==> src/rtl/http_segment_hold_decision_core_assert.svh <==
// ----------------------------------------------------------------------------
// HTTP segment hold decision: assertion macros
// Clocked assertion wrappers used by the RTL core of this block.
// ----------------------------------------------------------------------------
`ifndef HTTP_SEGMENT_HOLD_DECISION_CORE_ASSERT_SVH
`define HTTP_SEGMENT_HOLD_DECISION_CORE_ASSERT_SVH

// check on every clock edge outside reset
`define HSD_ASSERT(lbl, prop, msg) \
  lbl: assert property (@(posedge clk_i) disable iff (!rst_ni) prop) else $error(msg);

// check on every clock edge, reset included
`define HSD_ASSERT_ALWAYS(lbl, prop, msg) \
  lbl: assert property (@(posedge clk_i) prop) else $error(msg);

`endif

==> src/rtl/hsd_pkg.sv <==
// ----------------------------------------------------------------------------
// HTTP segment hold decision package
// Widths, character codes, register indexes and payload types.
// ----------------------------------------------------------------------------
package hsd_pkg;

  // segment length counter width (8 to 32)
  localparam int LengthBits = 16;
  // result field width
  localparam int FieldBits  = 16;
  // width of the decision arithmetic: room for length + terminator + threshold
  localparam int CalcBits   = ((LengthBits > FieldBits) ? LengthBits : FieldBits) + 2;
  localparam int TermLen    = 4;

  localparam logic [7:0] ChCr = 8'h0D;
  localparam logic [7:0] ChLf = 8'h0A;

  typedef enum logic [1:0] {
    REG_HEADER_THRESHOLD = 2'd0,
    REG_HEADER_PARTIAL   = 2'd1,
    REG_BODY_THRESHOLD   = 2'd2,
    REG_BODY_PARTIAL     = 2'd3
  } cfg_reg_e;

  // terminator match progress
  typedef enum logic [3:0] {
    MATCH_NONE   = 4'b0001,
    MATCH_CR     = 4'b0010,
    MATCH_CRLF   = 4'b0100,
    MATCH_CRLFCR = 4'b1000
  } match_e;

  typedef struct packed {
    logic [7:0] data_byte;
    logic       last_byte;
  } in_item_t;

  typedef struct packed {
    logic                 header_complete;
    logic [FieldBits-1:0] header_length;
    logic                 header_hold;
    logic [FieldBits-1:0] header_release;
    logic                 body_hold;
    logic [FieldBits-1:0] body_release;
    logic                 length_overflow;
  } out_item_t;

  typedef struct packed {
    logic [FieldBits-1:0] header_threshold;
    logic                 header_partial;
    logic [FieldBits-1:0] body_threshold;
    logic                 body_partial;
  } cfg_t;

  // segment state as seen after the current byte
  typedef struct packed {
    logic                  found;
    logic [LengthBits-1:0] offset;
    logic [LengthBits-1:0] count;
    logic                  saturated;
  } seg_t;

endpackage

==> src/rtl/http_segment_hold_decision_core.sv <==
// ----------------------------------------------------------------------------
// HTTP segment hold decision core
// Flow: input register, then result register for the decision on a last byte.
// Throughput: one byte per cycle; the input register drains every cycle unless
//   a last byte finds the result register full and stalled.
// Reset: asynchronous active low; clears config, segment state and both valids.
// ----------------------------------------------------------------------------
`include "http_segment_hold_decision_core_assert.svh"

module http_segment_hold_decision_core import hsd_pkg::*; (
  input  logic                 clk_i,
  input  logic                 rst_ni,
  // config writes, only while idle
  input  logic                 cfg_we_i,
  input  logic [1:0]           cfg_idx_i,
  input  logic [FieldBits-1:0] cfg_data_i,
  // byte stream
  input  logic                 in_valid_i,
  output logic                 in_stall_o,
  input  in_item_t             in_item_i,
  // decisions
  output logic                 out_valid_o,
  input  logic                 out_stall_i,
  output out_item_t            out_item_o
);

  cfg_t      cfg_q;
  logic      in_valid_q;
  in_item_t  in_q;
  logic      out_valid_q;
  out_item_t out_q;

  logic      in_take, in_fire, out_free, res_load;
  seg_t      seg;
  out_item_t res;

  // Config registers. Thresholds and partial bits go straight into the decision
  // logic; the user must change values only with the pipe empty (not enforced).
  always_ff @(posedge clk_i or negedge rst_ni) begin
    if (!rst_ni) begin
      cfg_q <= '0;
    end else if (cfg_we_i) begin
      case (cfg_reg_e'(cfg_idx_i))
        REG_HEADER_THRESHOLD: cfg_q.header_threshold <= cfg_data_i;
        REG_HEADER_PARTIAL:   cfg_q.header_partial   <= cfg_data_i[0];
        REG_BODY_THRESHOLD:   cfg_q.body_threshold   <= cfg_data_i;
        REG_BODY_PARTIAL:     cfg_q.body_partial     <= cfg_data_i[0];
        default:              cfg_q                  <= cfg_q;
      endcase
    end
  end

  // Handshake. A byte in the input register moves on each cycle; a last
  // byte also needs room in the result register, which frees up when its
  // transfer completes in the same cycle.
  assign out_free   = !out_valid_q || !out_stall_i;
  assign in_fire    = in_valid_q && (!in_q.last_byte || out_free);
  assign res_load   = in_fire && in_q.last_byte;
  assign in_stall_o = in_valid_q && !in_fire;
  assign in_take    = in_valid_i && !in_stall_o;

  always_ff @(posedge clk_i or negedge rst_ni) begin
    if (!rst_ni) begin
      in_valid_q <= 1'b0;
    end else begin
      in_valid_q <= in_take || (in_valid_q && !in_fire);
    end
  end

  always_ff @(posedge clk_i) begin
    if (in_take) begin
      in_q <= in_item_i;
    end
  end

  // Segment state: steps on every byte that leaves the input register and
  // clears after the last byte of a segment.
  hsd_scan u_scan (
    .clk_i   (clk_i),
    .rst_ni  (rst_ni),
    .byte_i  (in_q.data_byte),
    .step_i  (in_fire),
    .clear_i (in_q.last_byte),
    .seg_o   (seg)
  );

  // Decisions from the state that includes the last byte.
  hsd_decide u_decide (
    .seg_i (seg),
    .cfg_i (cfg_q),
    .res_o (res)
  );

  // Result register
  always_ff @(posedge clk_i or negedge rst_ni) begin
    if (!rst_ni) begin
      out_valid_q <= 1'b0;
    end else if (res_load) begin
      out_valid_q <= 1'b1;
    end else if (!out_stall_i) begin
      out_valid_q <= 1'b0;
    end
  end

  always_ff @(posedge clk_i) begin
    if (res_load) begin
      out_q <= res;
    end
  end

  assign out_valid_o = out_valid_q;
  assign out_item_o  = out_q;

  // a last byte that moves on always leaves a result behind
  `HSD_ASSERT(a_last_gives_result, res_load |=> out_valid_q,
              "last byte lost its result")
  // a byte that is not last never makes a result appear
  `HSD_ASSERT(a_no_spurious_result, (!out_valid_q && !res_load) |=> !out_valid_q,
              "result without last byte")
  // header hold needs a complete header; releases only under a hold
  `HSD_ASSERT(a_header_hold_consistent,
              out_valid_q |-> ((!out_q.header_hold || out_q.header_complete) &&
                               (out_q.header_release == '0 || out_q.header_hold)),
              "header hold inconsistent")
  `HSD_ASSERT(a_body_release_needs_hold,
              out_valid_q |-> (out_q.body_release == '0 || out_q.body_hold),
              "body release without hold")
  `HSD_ASSERT_ALWAYS(a_reset_no_output, !rst_ni |-> (!out_valid_o && !in_stall_o),
                     "active output in reset")

endmodule

==> src/rtl/hsd_scan.sv <==
// ----------------------------------------------------------------------------
// HTTP segment scanner
// Per-byte terminator match and saturating length count.
// ----------------------------------------------------------------------------
module hsd_scan import hsd_pkg::*; (
  input  logic       clk_i,
  input  logic       rst_ni,
  input  logic [7:0] byte_i,
  input  logic       step_i,
  input  logic       clear_i,
  output seg_t       seg_o
);

  localparam logic [LengthBits-1:0] LenMax = {LengthBits{1'b1}};
  localparam logic [LengthBits-1:0] Back   = LengthBits'(TermLen - 1);

  match_e                match_q, match_d;
  logic                  found_q, found_d;
  logic [LengthBits-1:0] offset_q, offset_d;
  logic [LengthBits-1:0] count_q, count_d;
  logic                  sat_q, sat_d;
  logic                  is_cr, is_lf;

  assign is_cr = (byte_i == ChCr);
  assign is_lf = (byte_i == ChLf);

  always_comb begin
    match_d  = match_q;
    found_d  = found_q;
    offset_d = offset_q;
    if (!found_q) begin
      case (match_q)
        MATCH_NONE:   match_d = is_cr ? MATCH_CR : MATCH_NONE;
        MATCH_CR:     match_d = is_lf ? MATCH_CRLF : (is_cr ? MATCH_CR : MATCH_NONE);
        MATCH_CRLF:   match_d = is_cr ? MATCH_CRLFCR : MATCH_NONE;
        MATCH_CRLFCR: begin
          if (is_lf) begin
            found_d  = 1'b1;
            offset_d = (count_q >= Back) ? (count_q - Back) : '0;
            match_d  = MATCH_NONE;
          end else begin
            match_d = is_cr ? MATCH_CR : MATCH_NONE;
          end
        end
        default:      match_d = MATCH_NONE;
      endcase
    end
  end

  // counter stops at all ones and flags the overflow
  always_comb begin
    count_d = count_q;
    sat_d   = sat_q;
    if (count_q == LenMax) begin
      sat_d = 1'b1;
    end else begin
      count_d = count_q + LengthBits'(1);
    end
  end

  assign seg_o = '{found: found_d, offset: offset_d, count: count_d, saturated: sat_d};

  always_ff @(posedge clk_i or negedge rst_ni) begin
    if (!rst_ni) begin
      match_q  <= MATCH_NONE;
      found_q  <= 1'b0;
      offset_q <= '0;
      count_q  <= '0;
      sat_q    <= 1'b0;
    end else if (step_i) begin
      if (clear_i) begin
        match_q  <= MATCH_NONE;
        found_q  <= 1'b0;
        offset_q <= '0;
        count_q  <= '0;
        sat_q    <= 1'b0;
      end else begin
        match_q  <= match_d;
        found_q  <= found_d;
        offset_q <= offset_d;
        count_q  <= count_d;
        sat_q    <= sat_d;
      end
    end
  end

endmodule

==> src/rtl/hsd_decide.sv <==
// ----------------------------------------------------------------------------
// HTTP segment hold decision logic
// Header and body hold rules on the final segment state.
// ----------------------------------------------------------------------------
module hsd_decide import hsd_pkg::*; (
  input  seg_t      seg_i,
  input  cfg_t      cfg_i,
  output out_item_t res_o
);

  logic [CalcBits-1:0] n, hlen, hthr, bthr, hdr, body, rsum;
  logic [CalcBits-1:0] hrel, brel;
  logic                hhold, bhold;

  assign n    = CalcBits'(seg_i.count);
  assign hlen = seg_i.found ? CalcBits'(seg_i.offset) : n;
  assign hthr = CalcBits'(cfg_i.header_threshold);
  assign bthr = CalcBits'(cfg_i.body_threshold);

  assign hhold = (hthr != '0) && seg_i.found && (hlen >= hthr);
  assign hrel  = (hhold && cfg_i.header_partial) ? ((hthr < n) ? hthr : n) : '0;

  // no terminator: the whole segment counts as body
  assign hdr  = seg_i.found ? (hlen + CalcBits'(TermLen)) : '0;
  assign body = (n >= hdr) ? (n - hdr) : '0;
  assign rsum = hdr + bthr;

  assign bhold = (bthr != '0) && (body >= bthr);
  assign brel  = (bhold && cfg_i.body_partial) ? ((rsum < n) ? rsum : n) : '0;

  assign res_o = '{
    header_complete: seg_i.found,
    header_length:   hlen[FieldBits-1:0],
    header_hold:     hhold,
    header_release:  hrel[FieldBits-1:0],
    body_hold:       bhold,
    body_release:    brel[FieldBits-1:0],
    length_overflow: seg_i.saturated
  };

endmodule

==> config.mk <==
export PLATFORM = sky130hd
export DESIGN_NAME = http_segment_hold_decision_core
export DESIGN_NICKNAME = d
export VERILOG_FILES = /design/src/rtl/hsd_pkg.sv /design/src/rtl/http_segment_hold_decision_core.sv /design/src/rtl/hsd_scan.sv /design/src/rtl/hsd_decide.sv
export VERILOG_INCLUDE_DIRS = /design/src /design/src/rtl
export SDC_FILE = /design/constraint.sdc
export NUM_CORES = 1
export LEC_CHECK = 0
export BUFFER_PORTS_ARGS = -buffer_cell sky130_fd_sc_hd__buf_2
export CAP_MARGIN = 10
export CORE_MARGIN = 5
export CORE_UTILIZATION = 45
export CTS_CLUSTER_SIZE = 30
export DETAILED_ROUTE_END_ITERATION = 6
export HOLD_SLACK_MARGIN = 0.15
export PLACE_DENSITY = 0.65
export SYNTH_ARGS = -nofsm -noshare
export SYNTH_HDL_FRONTEND = slang
export SYNTH_SLANG_ARGS = --single-unit
export TNS_END_PERCENT = 100
==> constraint.sdc <==
create_clock -name clk_i -period 7.5 [get_ports clk_i]
set_input_delay 1.5 -clock clk_i [delete_from_list [all_inputs] [get_ports clk_i]]
set_output_delay 1.5 -clock clk_i [all_outputs]
set_load 0.01 [all_outputs]
==> results.txt, run 1 <==
----------------------------------------------------
[Outcome]
  Run status ... complete, no violations

[Placed design]
  Sum of net half-perimeters after detailed placement ... 24400 µm
  Global placement routability congestion ... 0.989
  Port Buffers ... 85
  Post-placement worst setup slack ... -0.0306 ns

[Synth]
  Flops & latches, synth ... 135
  Dominant synthesized flop cell ... sky130_fd_sc_hd__dfrtp_1
  Count of mapped cells out of synthesis ... 1086
  Share of synthesized area occupied by flip-flops and latches ... 0.373
  Cell type with the highest aggregate area in the netlist ... sky130_fd_sc_hd__edfxtp_1
  Synth cell count leaders ... 106 x sky130_fd_sc_hd__nand2_1, 96 x sky130_fd_sc_hd__ha_1, 94 x sky130_fd_sc_hd__nor2_1, 92 x sky130_fd_sc_hd__o21ai_0, 81 x sky130_fd_sc_hd__inv_1
  Number of different library cells in the post-synthesis netlist ... 69
  Async set-reset flop share out of synthesis ... 0.548
  Netlist area before placement ... 9880 µm²
  Mean cell area of the mapped netlist ... 9.10 µm²
  Number of synthesized flops with an enable pin ... 61
  Synthesized netlist net count ... 1216
  Total of warnings raised by yosys ... 0
  Top post-synthesis cells by area ... sky130_fd_sc_hd__edfxtp_1 19%, sky130_fd_sc_hd__dfrtp_1 18%, sky130_fd_sc_hd__ha_1 12%
  Most frequent cell after synthesis ... sky130_fd_sc_hd__nand2_1
  Share of the synthesized area in the top cell type ... 0.185

[Timing]
  Peak Freq ... 0.138 GHz
  Final Skew ... 0.0149 ns
  Final number of hold-violating endpoints ... 0
  Relative max-transition margin ... 0.228
  Worst Tran Pin Value ... 1.15 ns
  Final setup violation count ... 0
  Count of pins over their slew limit ... 0
  Worst Hold Margin ... 0.474 ns
  Period Utilization, post-route ... 0.968
  Setup WS post-layout ... 0.238 ns
  Post-layout minimum cycle time ... 7.26 ns

[Route]
  Violation count after the first detailed-routing iteration ... 968
  Routed Wire Length ... 31900 µm
  Antenna-violating nets left ... 0
  Number of iterations in the first detailed-routing pass ... 7
  Via/cell ratio ... 5.99
  Via total after detailed routing ... 9013
  DRC Markers ... 0
  WL per Instance ... 21.2 µm

[Critical path]
  Cell repeated most along the worst path ... sky130_fd_sc_hd__nor2_1
  R2r startpoint ... u_scan.count_q[5]
  Crit. Startpoint ... u_scan.count_q[5]
  Setup crit end kind ... register
  Arrival time at the worst endpoint ... 7.45 ns
  Critical path launch point type ... register
  Register-to-register path setup slack ... 0.24 ns
  Worst Path Buf+Inv ... 3
  Capture instance of the worst register-to-register path ... out_item_o[1]
  Largest incremental delay on the critical path ... 0.62 ns
  Worst-case reg-to-reg path depth ... 28
  Type of the worst setup path ... reg -> reg
  Kind of cell adding the most delay to the critical path ... simple AND/OR/NAND/NOR gates
  Data required, critical path ... 7.68 ns
  Cell depth of the worst setup path ... 28
  Largest fanout on the critical path ... 10
  Critical path's slowest cell ... sky130_fd_sc_hd__or4b_2
  Worst setup path end ... out_item_o[1]

[Min path]
  Path class of the lowest-slack min-delay path ... reg -> reg

[Job]
  Max Cap Violations ... 0

[Floorplan]
  Row count ... 54
  Die Y-Extent ... 158 µm
  Placeable Area ... 21800 µm²
  X dimension of the die ... 158 µm
  # IOs ... 86
  Die Area ... 25000 µm²
  Initial standard-cell utilization of the core ... 0.454

[Final layout]
  Nets@finish ... 1341
  Layout cell share with drive strength beyond 1 ... 0.198
  Layout overhead on the synthesized area ... 18.7%
  Fill cell count ... 1978

[CTS]
  Number of buffers added to fix hold violations after cts ... 0
  Cts bufs inserted ... 17
  CTS clock-pin slew for the worst setup and hold paths ... 0.06 ns
  Source-to-sink clock delay at the later pin of the worst-skew pair ... 0.45 ns
  CTS Sinks ... 135
  Root buffer cell ... sky130_fd_sc_hd__clkbuf_16
  Number of H-tree levels ... 4
  Number of buffers on the longest clock path ... 2
  TritonCTS clock tree ... yes

[Global route]
  Number of global-route vias before repair ... 8589
  Antenna violations before repair ... 0
  Global route total overflow ... 0
  Largest net degree at the start of global routing ... 55
  Wire length of the first global-routing pass ... 49000 µm
  GRT Util Overall ... 0.257

[Pwr]
  Leakage power ... 5.27 nW
  Peak supply drop ... 0.000171 V
  Power density normalized to cell area ... 228 nW/µm²

----------------------------------------------------
## flip-flops by register name (all words and copies together), names as in the netlist
name,count
in_q,9
out_valid_o,1
u_scan.offset_q,16
in_valid_q,1
cfg_q,34
u_scan.count_q,16
out_item_o,52
u_scan.sat_q,1
u_scan.found_q,1
u_scan.match_q,4
## timing repair
item	in CTS	in global routing
pin swaps	2	8
gates resized for setup	3	26
buffers inserted	1	6
cloned	0	1
endpoints found under the setup margin	16	17
## how the worst min path moves through the flow
stage / end / slack [ns] / cells after the start / startpoint
final: u_scan.sat_q / 0.47 / 2 / u_scan.sat_q
after floorplan: u_scan.offset_q[2] / 0.44 / 2 / u_scan.offset_q[2]
after CTS: u_scan.sat_q / 0.48 / 2 / u_scan.sat_q
after global placement: u_scan.sat_q / 0.45 / 2 / u_scan.sat_q
after detailed placement: u_scan.sat_q / 0.46 / 2 / u_scan.sat_q
after global routing: u_scan.sat_q / 0.50 / 2 / u_scan.sat_q
## worst reg2reg max path: cells and delay by family (launching register included)
family / cells / cell delay (ns)
fa+ha+maj: 2 / 0.53
compound gates: 9 / 1.87
xor+xnor: 1 / 0.14
buf+inv: 3 / 0.47
simple gates: 13 / 3.64
flops: 1 / 0.37
## cells by family after synthesis
logic type               after synthesis  share of synthesized area
AO/OA/AOI/OAI                        259                      0.167
XOR/XNOR                              51                     0.0452
adder cells (fa/ha/maj)               98                      0.126
buffers and inverters                128                     0.0515
flip-flops                           135                      0.373
multiplexers                          55                     0.0584
AND/OR/NAND/NOR                      360                      0.180
## routing by layer
metal	track usage	share of wire	wire (µm)
met1	0.374	0.44	13900
met2	0.394	0.45	14300
met3	0.0407	0.087	2780
met4	0.0808	0.028	897
met5	0	0	0
## through the flow
step / power [mW] / instances / utilization / setup TNS [ns] / area [µm²]
after global placement: 1.72 / 1464 / 0.503 / 0 / 10900
after CTS: 2.64 / 1497 / 0.532 / 0 / 11600
final: 2.67 / 1505 / 0.539 / 0 / 11700
after detailed placement: 1.73 / 1464 / 0.503 / -0.321 / 10900
after global routing: 2.82 / 1504 / 0.539 / -1.43 / 11700
after floorplan: 1.49 / 1086 / - / 0 / 9920
## power breakdown
part	internal (mW)	switching, mW	leakage [nW]
logic	0.368	0.490	3.41
clock network	0.542	0.363	0.309
registers	0.844	0.0651	1.55
## placed cells by master, fill, tap and decap left out, types with 17 or more instances in the layout
cell	instances
sky130_fd_sc_hd__nor3_1	19
sky130_fd_sc_hd__ha_1	93
sky130_fd_sc_hd__nand4_1	20
sky130_fd_sc_hd__nand3_1	18
sky130_fd_sc_hd__a21oi_1	46
sky130_fd_sc_hd__nor2_1	92
sky130_fd_sc_hd__edfxtp_1	61
sky130_fd_sc_hd__xnor2_1	35
sky130_fd_sc_hd__nor4_1	18
sky130_fd_sc_hd__clkbuf_16	17
sky130_fd_sc_hd__buf_4	65
sky130_fd_sc_hd__mux2_2	21
sky130_fd_sc_hd__nand2_1	105
sky130_fd_sc_hd__a21o_1	18
sky130_fd_sc_hd__o21ai_0	87
sky130_fd_sc_hd__a211oi_1	18
sky130_fd_sc_hd__inv_1	80
sky130_fd_sc_hd__mux2i_1	34
sky130_fd_sc_hd__buf_2	84
sky130_fd_sc_hd__dfrtp_1	73
## final cells by class
type	instances	area, µm²	area share
multi-input combinational	823	5810	0.495
inverter	81	304	0.0259
clock buffer	18	439	0.0374
timing repair buffer	153	957	0.0816
antenna	1	2.50	0.000213
tap	280	350	0.0299
clock inverter	14	185	0.0158
sequential	135	3680	0.314
(Power assumes the default switching activity.)
==> run 2: changes to the inputs <==
PLACE_DENSITY = default   (was 0.65)
clock period = 8.39 ns   (was 7.5 ns; I/O delays follow)
==> results.txt, run 2 (synthesis gave the netlist of run 1 again) <==
----------------------------------------------------
[Global route]
  GRT Util Overall ... 0.257
  Number of global-route vias before repair ... 8191
  Global route total overflow ... 0
  Antenna violations before repair ... 1
  Largest net degree at the start of global routing ... 65
  Wire length of the first global-routing pass ... 48200 µm

[Placed design]
  Post-placement worst setup slack ... 0.129 ns
  Cell count after placement ... 1443
  Sum of net half-perimeters after detailed placement ... 24600 µm
  Global placement routability congestion ... 0.937
  Port Buffers ... 85
  Area after detailed placement ... 10800 µm²

[Timing]
  Count of pins over their slew limit ... 0
  Worst Hold Margin ... 0.478 ns
  Period Utilization, post-route ... 0.932
  Relative max-transition margin ... 0.252
  Final number of hold-violating endpoints ... 0
  Post-layout minimum cycle time ... 7.82 ns
  Peak Freq ... 0.128 GHz
  Setup repair after global routing missed its margin ... no
  Worst Tran Pin Value ... 1.11 ns
  Final total negative setup slack ... 0 ns
  Final setup violation count ... 0
  Setup WS post-layout ... 0.572 ns
  Final Skew ... 0.0123 ns

[Critical path]
  Critical path's slowest cell ... sky130_fd_sc_hd__or4b_2
  Arrival time at the worst endpoint ... 8.01 ns
  Type of the worst setup path ... reg -> reg
  Kind of cell adding the most delay to the critical path ... simple AND/OR/NAND/NOR gates
  R2r startpoint ... u_scan.count_q[11]
  Worst-case reg-to-reg path depth ... 32
  Critical path launch point type ... register
  Setup crit end kind ... register
  Data required, critical path ... 8.58 ns
  Capture instance of the worst register-to-register path ... out_item_o[7]
  Register-to-register path setup slack ... 0.57 ns
  Worst Path Buf+Inv ... 4
  Cell repeated most along the worst path ... sky130_fd_sc_hd__ha_1
  Largest fanout on the critical path ... 16
  Largest incremental delay on the critical path ... 0.66 ns

[Final layout]
  Layout Cells excl Fill ... 1476
  Area taken by flip-flops and latches ... 3690 µm²
  Fill cell count ... 2056
  Layout overhead on the synthesized area ... 15.1%
  Most used cells in the layout excluding fill and tap cells ... 105 x sky130_fd_sc_hd__nand2_1, 96 x sky130_fd_sc_hd__ha_1, 94 x sky130_fd_sc_hd__nor2_1, 91 x sky130_fd_sc_hd__o21ai_0, 84 x sky130_fd_sc_hd__buf_2
  Combined area of the multi-input logic cells ... 5710 µm²
  Most common library cell in the layout ignoring fill and taps ... sky130_fd_sc_hd__nand2_1
  Number of flip-flops under the largest register name ... 52
  Final standard cell area without fillers ... 11400 µm²
  Layout cell share with drive strength beyond 1 ... 0.167
  Antenna diodes ... 0
  Nets@finish ... 1313
  Finished Core Util ... 0.523

[Pwr]
  Leakage power ... 5.09 nW
  Power density normalized to cell area ... 205 nW/µm²
  Switching share of power ... 0.359
  Post-layout total power ... 2.34 mW
  P_int ... 1.50 mW
  Clk network pwr share ... 0.327
  Power share of the sequential group ... 0.349
  Peak supply drop ... 0.000141 V
  Gate power share ... 0.324
  Net switching power of the design ... 839 µW

[Floorplan]
  Row count ... 54
  Die Area ... 25000 µm²
  Initial standard-cell utilization of the core ... 0.454
  X dimension of the die ... 158 µm
  Die Y-Extent ... 158 µm
  # IOs ... 86
  Placeable Area ... 21800 µm²

[Route]
  Via/cell ratio ... 5.94
  DRC Markers ... 0
  Via total after detailed routing ... 8762
  Number of iterations in the first detailed-routing pass ... 5
  Violation count after the first detailed-routing iteration ... 818
  Antenna-violating nets left ... 0
  Routed Wire Length ... 32000 µm
  WL per Instance ... 21.7 µm

[CTS]
  Number of H-tree levels ... 4
  CTS Sinks ... 135
  Source-to-sink clock delay at the later pin of the worst-skew pair ... 0.44 ns
  Cts bufs inserted ... 17
  TritonCTS clock tree ... yes
  Number of buffers added to fix hold violations after cts ... 0
  Root buffer cell ... sky130_fd_sc_hd__clkbuf_16
  CTS clock-pin slew for the worst setup and hold paths ... 0.07 ns
  Number of buffers on the longest clock path ... 2

[Min path]
  Hold Path Sink ... u_scan.sat_q
  Worst hold path stage count ... 2
  Worst min-delay path startpoint ... u_scan.sat_q
  Path class of the lowest-slack min-delay path ... reg -> reg

[Job]
  Max Cap Violations ... 0

[Outcome]
  Run status ... complete, no violations

----------------------------------------------------
==> run 2: cell count changes in the layout (fill, tap and decap cells not counted), moves of 3 or more <==
cell / previous run / this run
sky130_fd_sc_hd__buf_4: 65 / 40
sky130_fd_sc_hd__o21ai_0: 87 / 91
sky130_fd_sc_hd__buf_6: 3 / 0
sky130_fd_sc_hd__dfrtp_1: 73 / 70
sky130_fd_sc_hd__dfrtp_2: 0 / 3
sky130_fd_sc_hd__ha_1: 93 / 96
sky130_fd_sc_hd__o21ai_2: 3 / 0
==> run 2: final cells by class <==
cell class	count	area share
multi-input combinational	823	0.502
timing repair buffer	125	0.0651
tap	280	0.0308
sequential	135	0.324
clock buffer	17	0.0374
inverter	81	0.0267
clock inverter	15	0.0141
==> run 2: how the worst max path moves through the flow <==
stage	from	to	slack [ns]	cells past startpoint
6_report	u_scan.count_q[11]	out_item_o[7]	0.57	32
5_1_grt	u_scan.count_q[15]	out_item_o[7]	0.03	32
4_1_cts	u_scan.count_q[15]	out_item_o[2]	0.09	31
3_5_place_dp	u_scan.count_q[15]	out_item_o[2]	0.13	31
3_3_place_gp	u_scan.count_q[15]	out_item_o[14]	0.39	31
2_1_floorplan	u_scan.match_q[0]	out_item_o[10]	0.27	34
==> run 2: repair_timing <==
item	in CTS	in global routing
buffers inserted	0	1
resized for setup	0	7
endpoints found under the hold margin	0	0
setup endpoints to repair	0	17
==> run 2: power by group through the flow <==
stage          sequential (mW)  clock [mW]  combinational (mW)
2_1_floorplan            0.810           0               0.519
3_3_place_gp             0.826           0               0.715
3_5_place_dp             0.826           0               0.724
4_1_cts                  0.813       0.772               0.731
5_1_grt                  0.820       0.803               0.842
6_report                 0.814       0.765               0.756
==> run 2: worst reg2reg max path: cells and delay by family (launching register included) <==
| family | cells | cell delay, ns |
|---|---|---|
| xor+xnor | 2 | 0.30 |
| simple gates | 12 | 3.34 |
| fa+ha+maj | 3 | 0.76 |
| flops | 1 | 0.50 |
| compound gates | 11 | 2.13 |
| buf+inv | 4 | 0.56 |
==> run 2: layer usage <==
layer,vias to the layer above,global-route usage,part of all wire
met5,-,0,0
met4,0,0.0792,0.026
met2,411,0.393,0.44
met1,4167,0.374,0.45
li1,4134,-,-
met3,50,0.0421,0.084
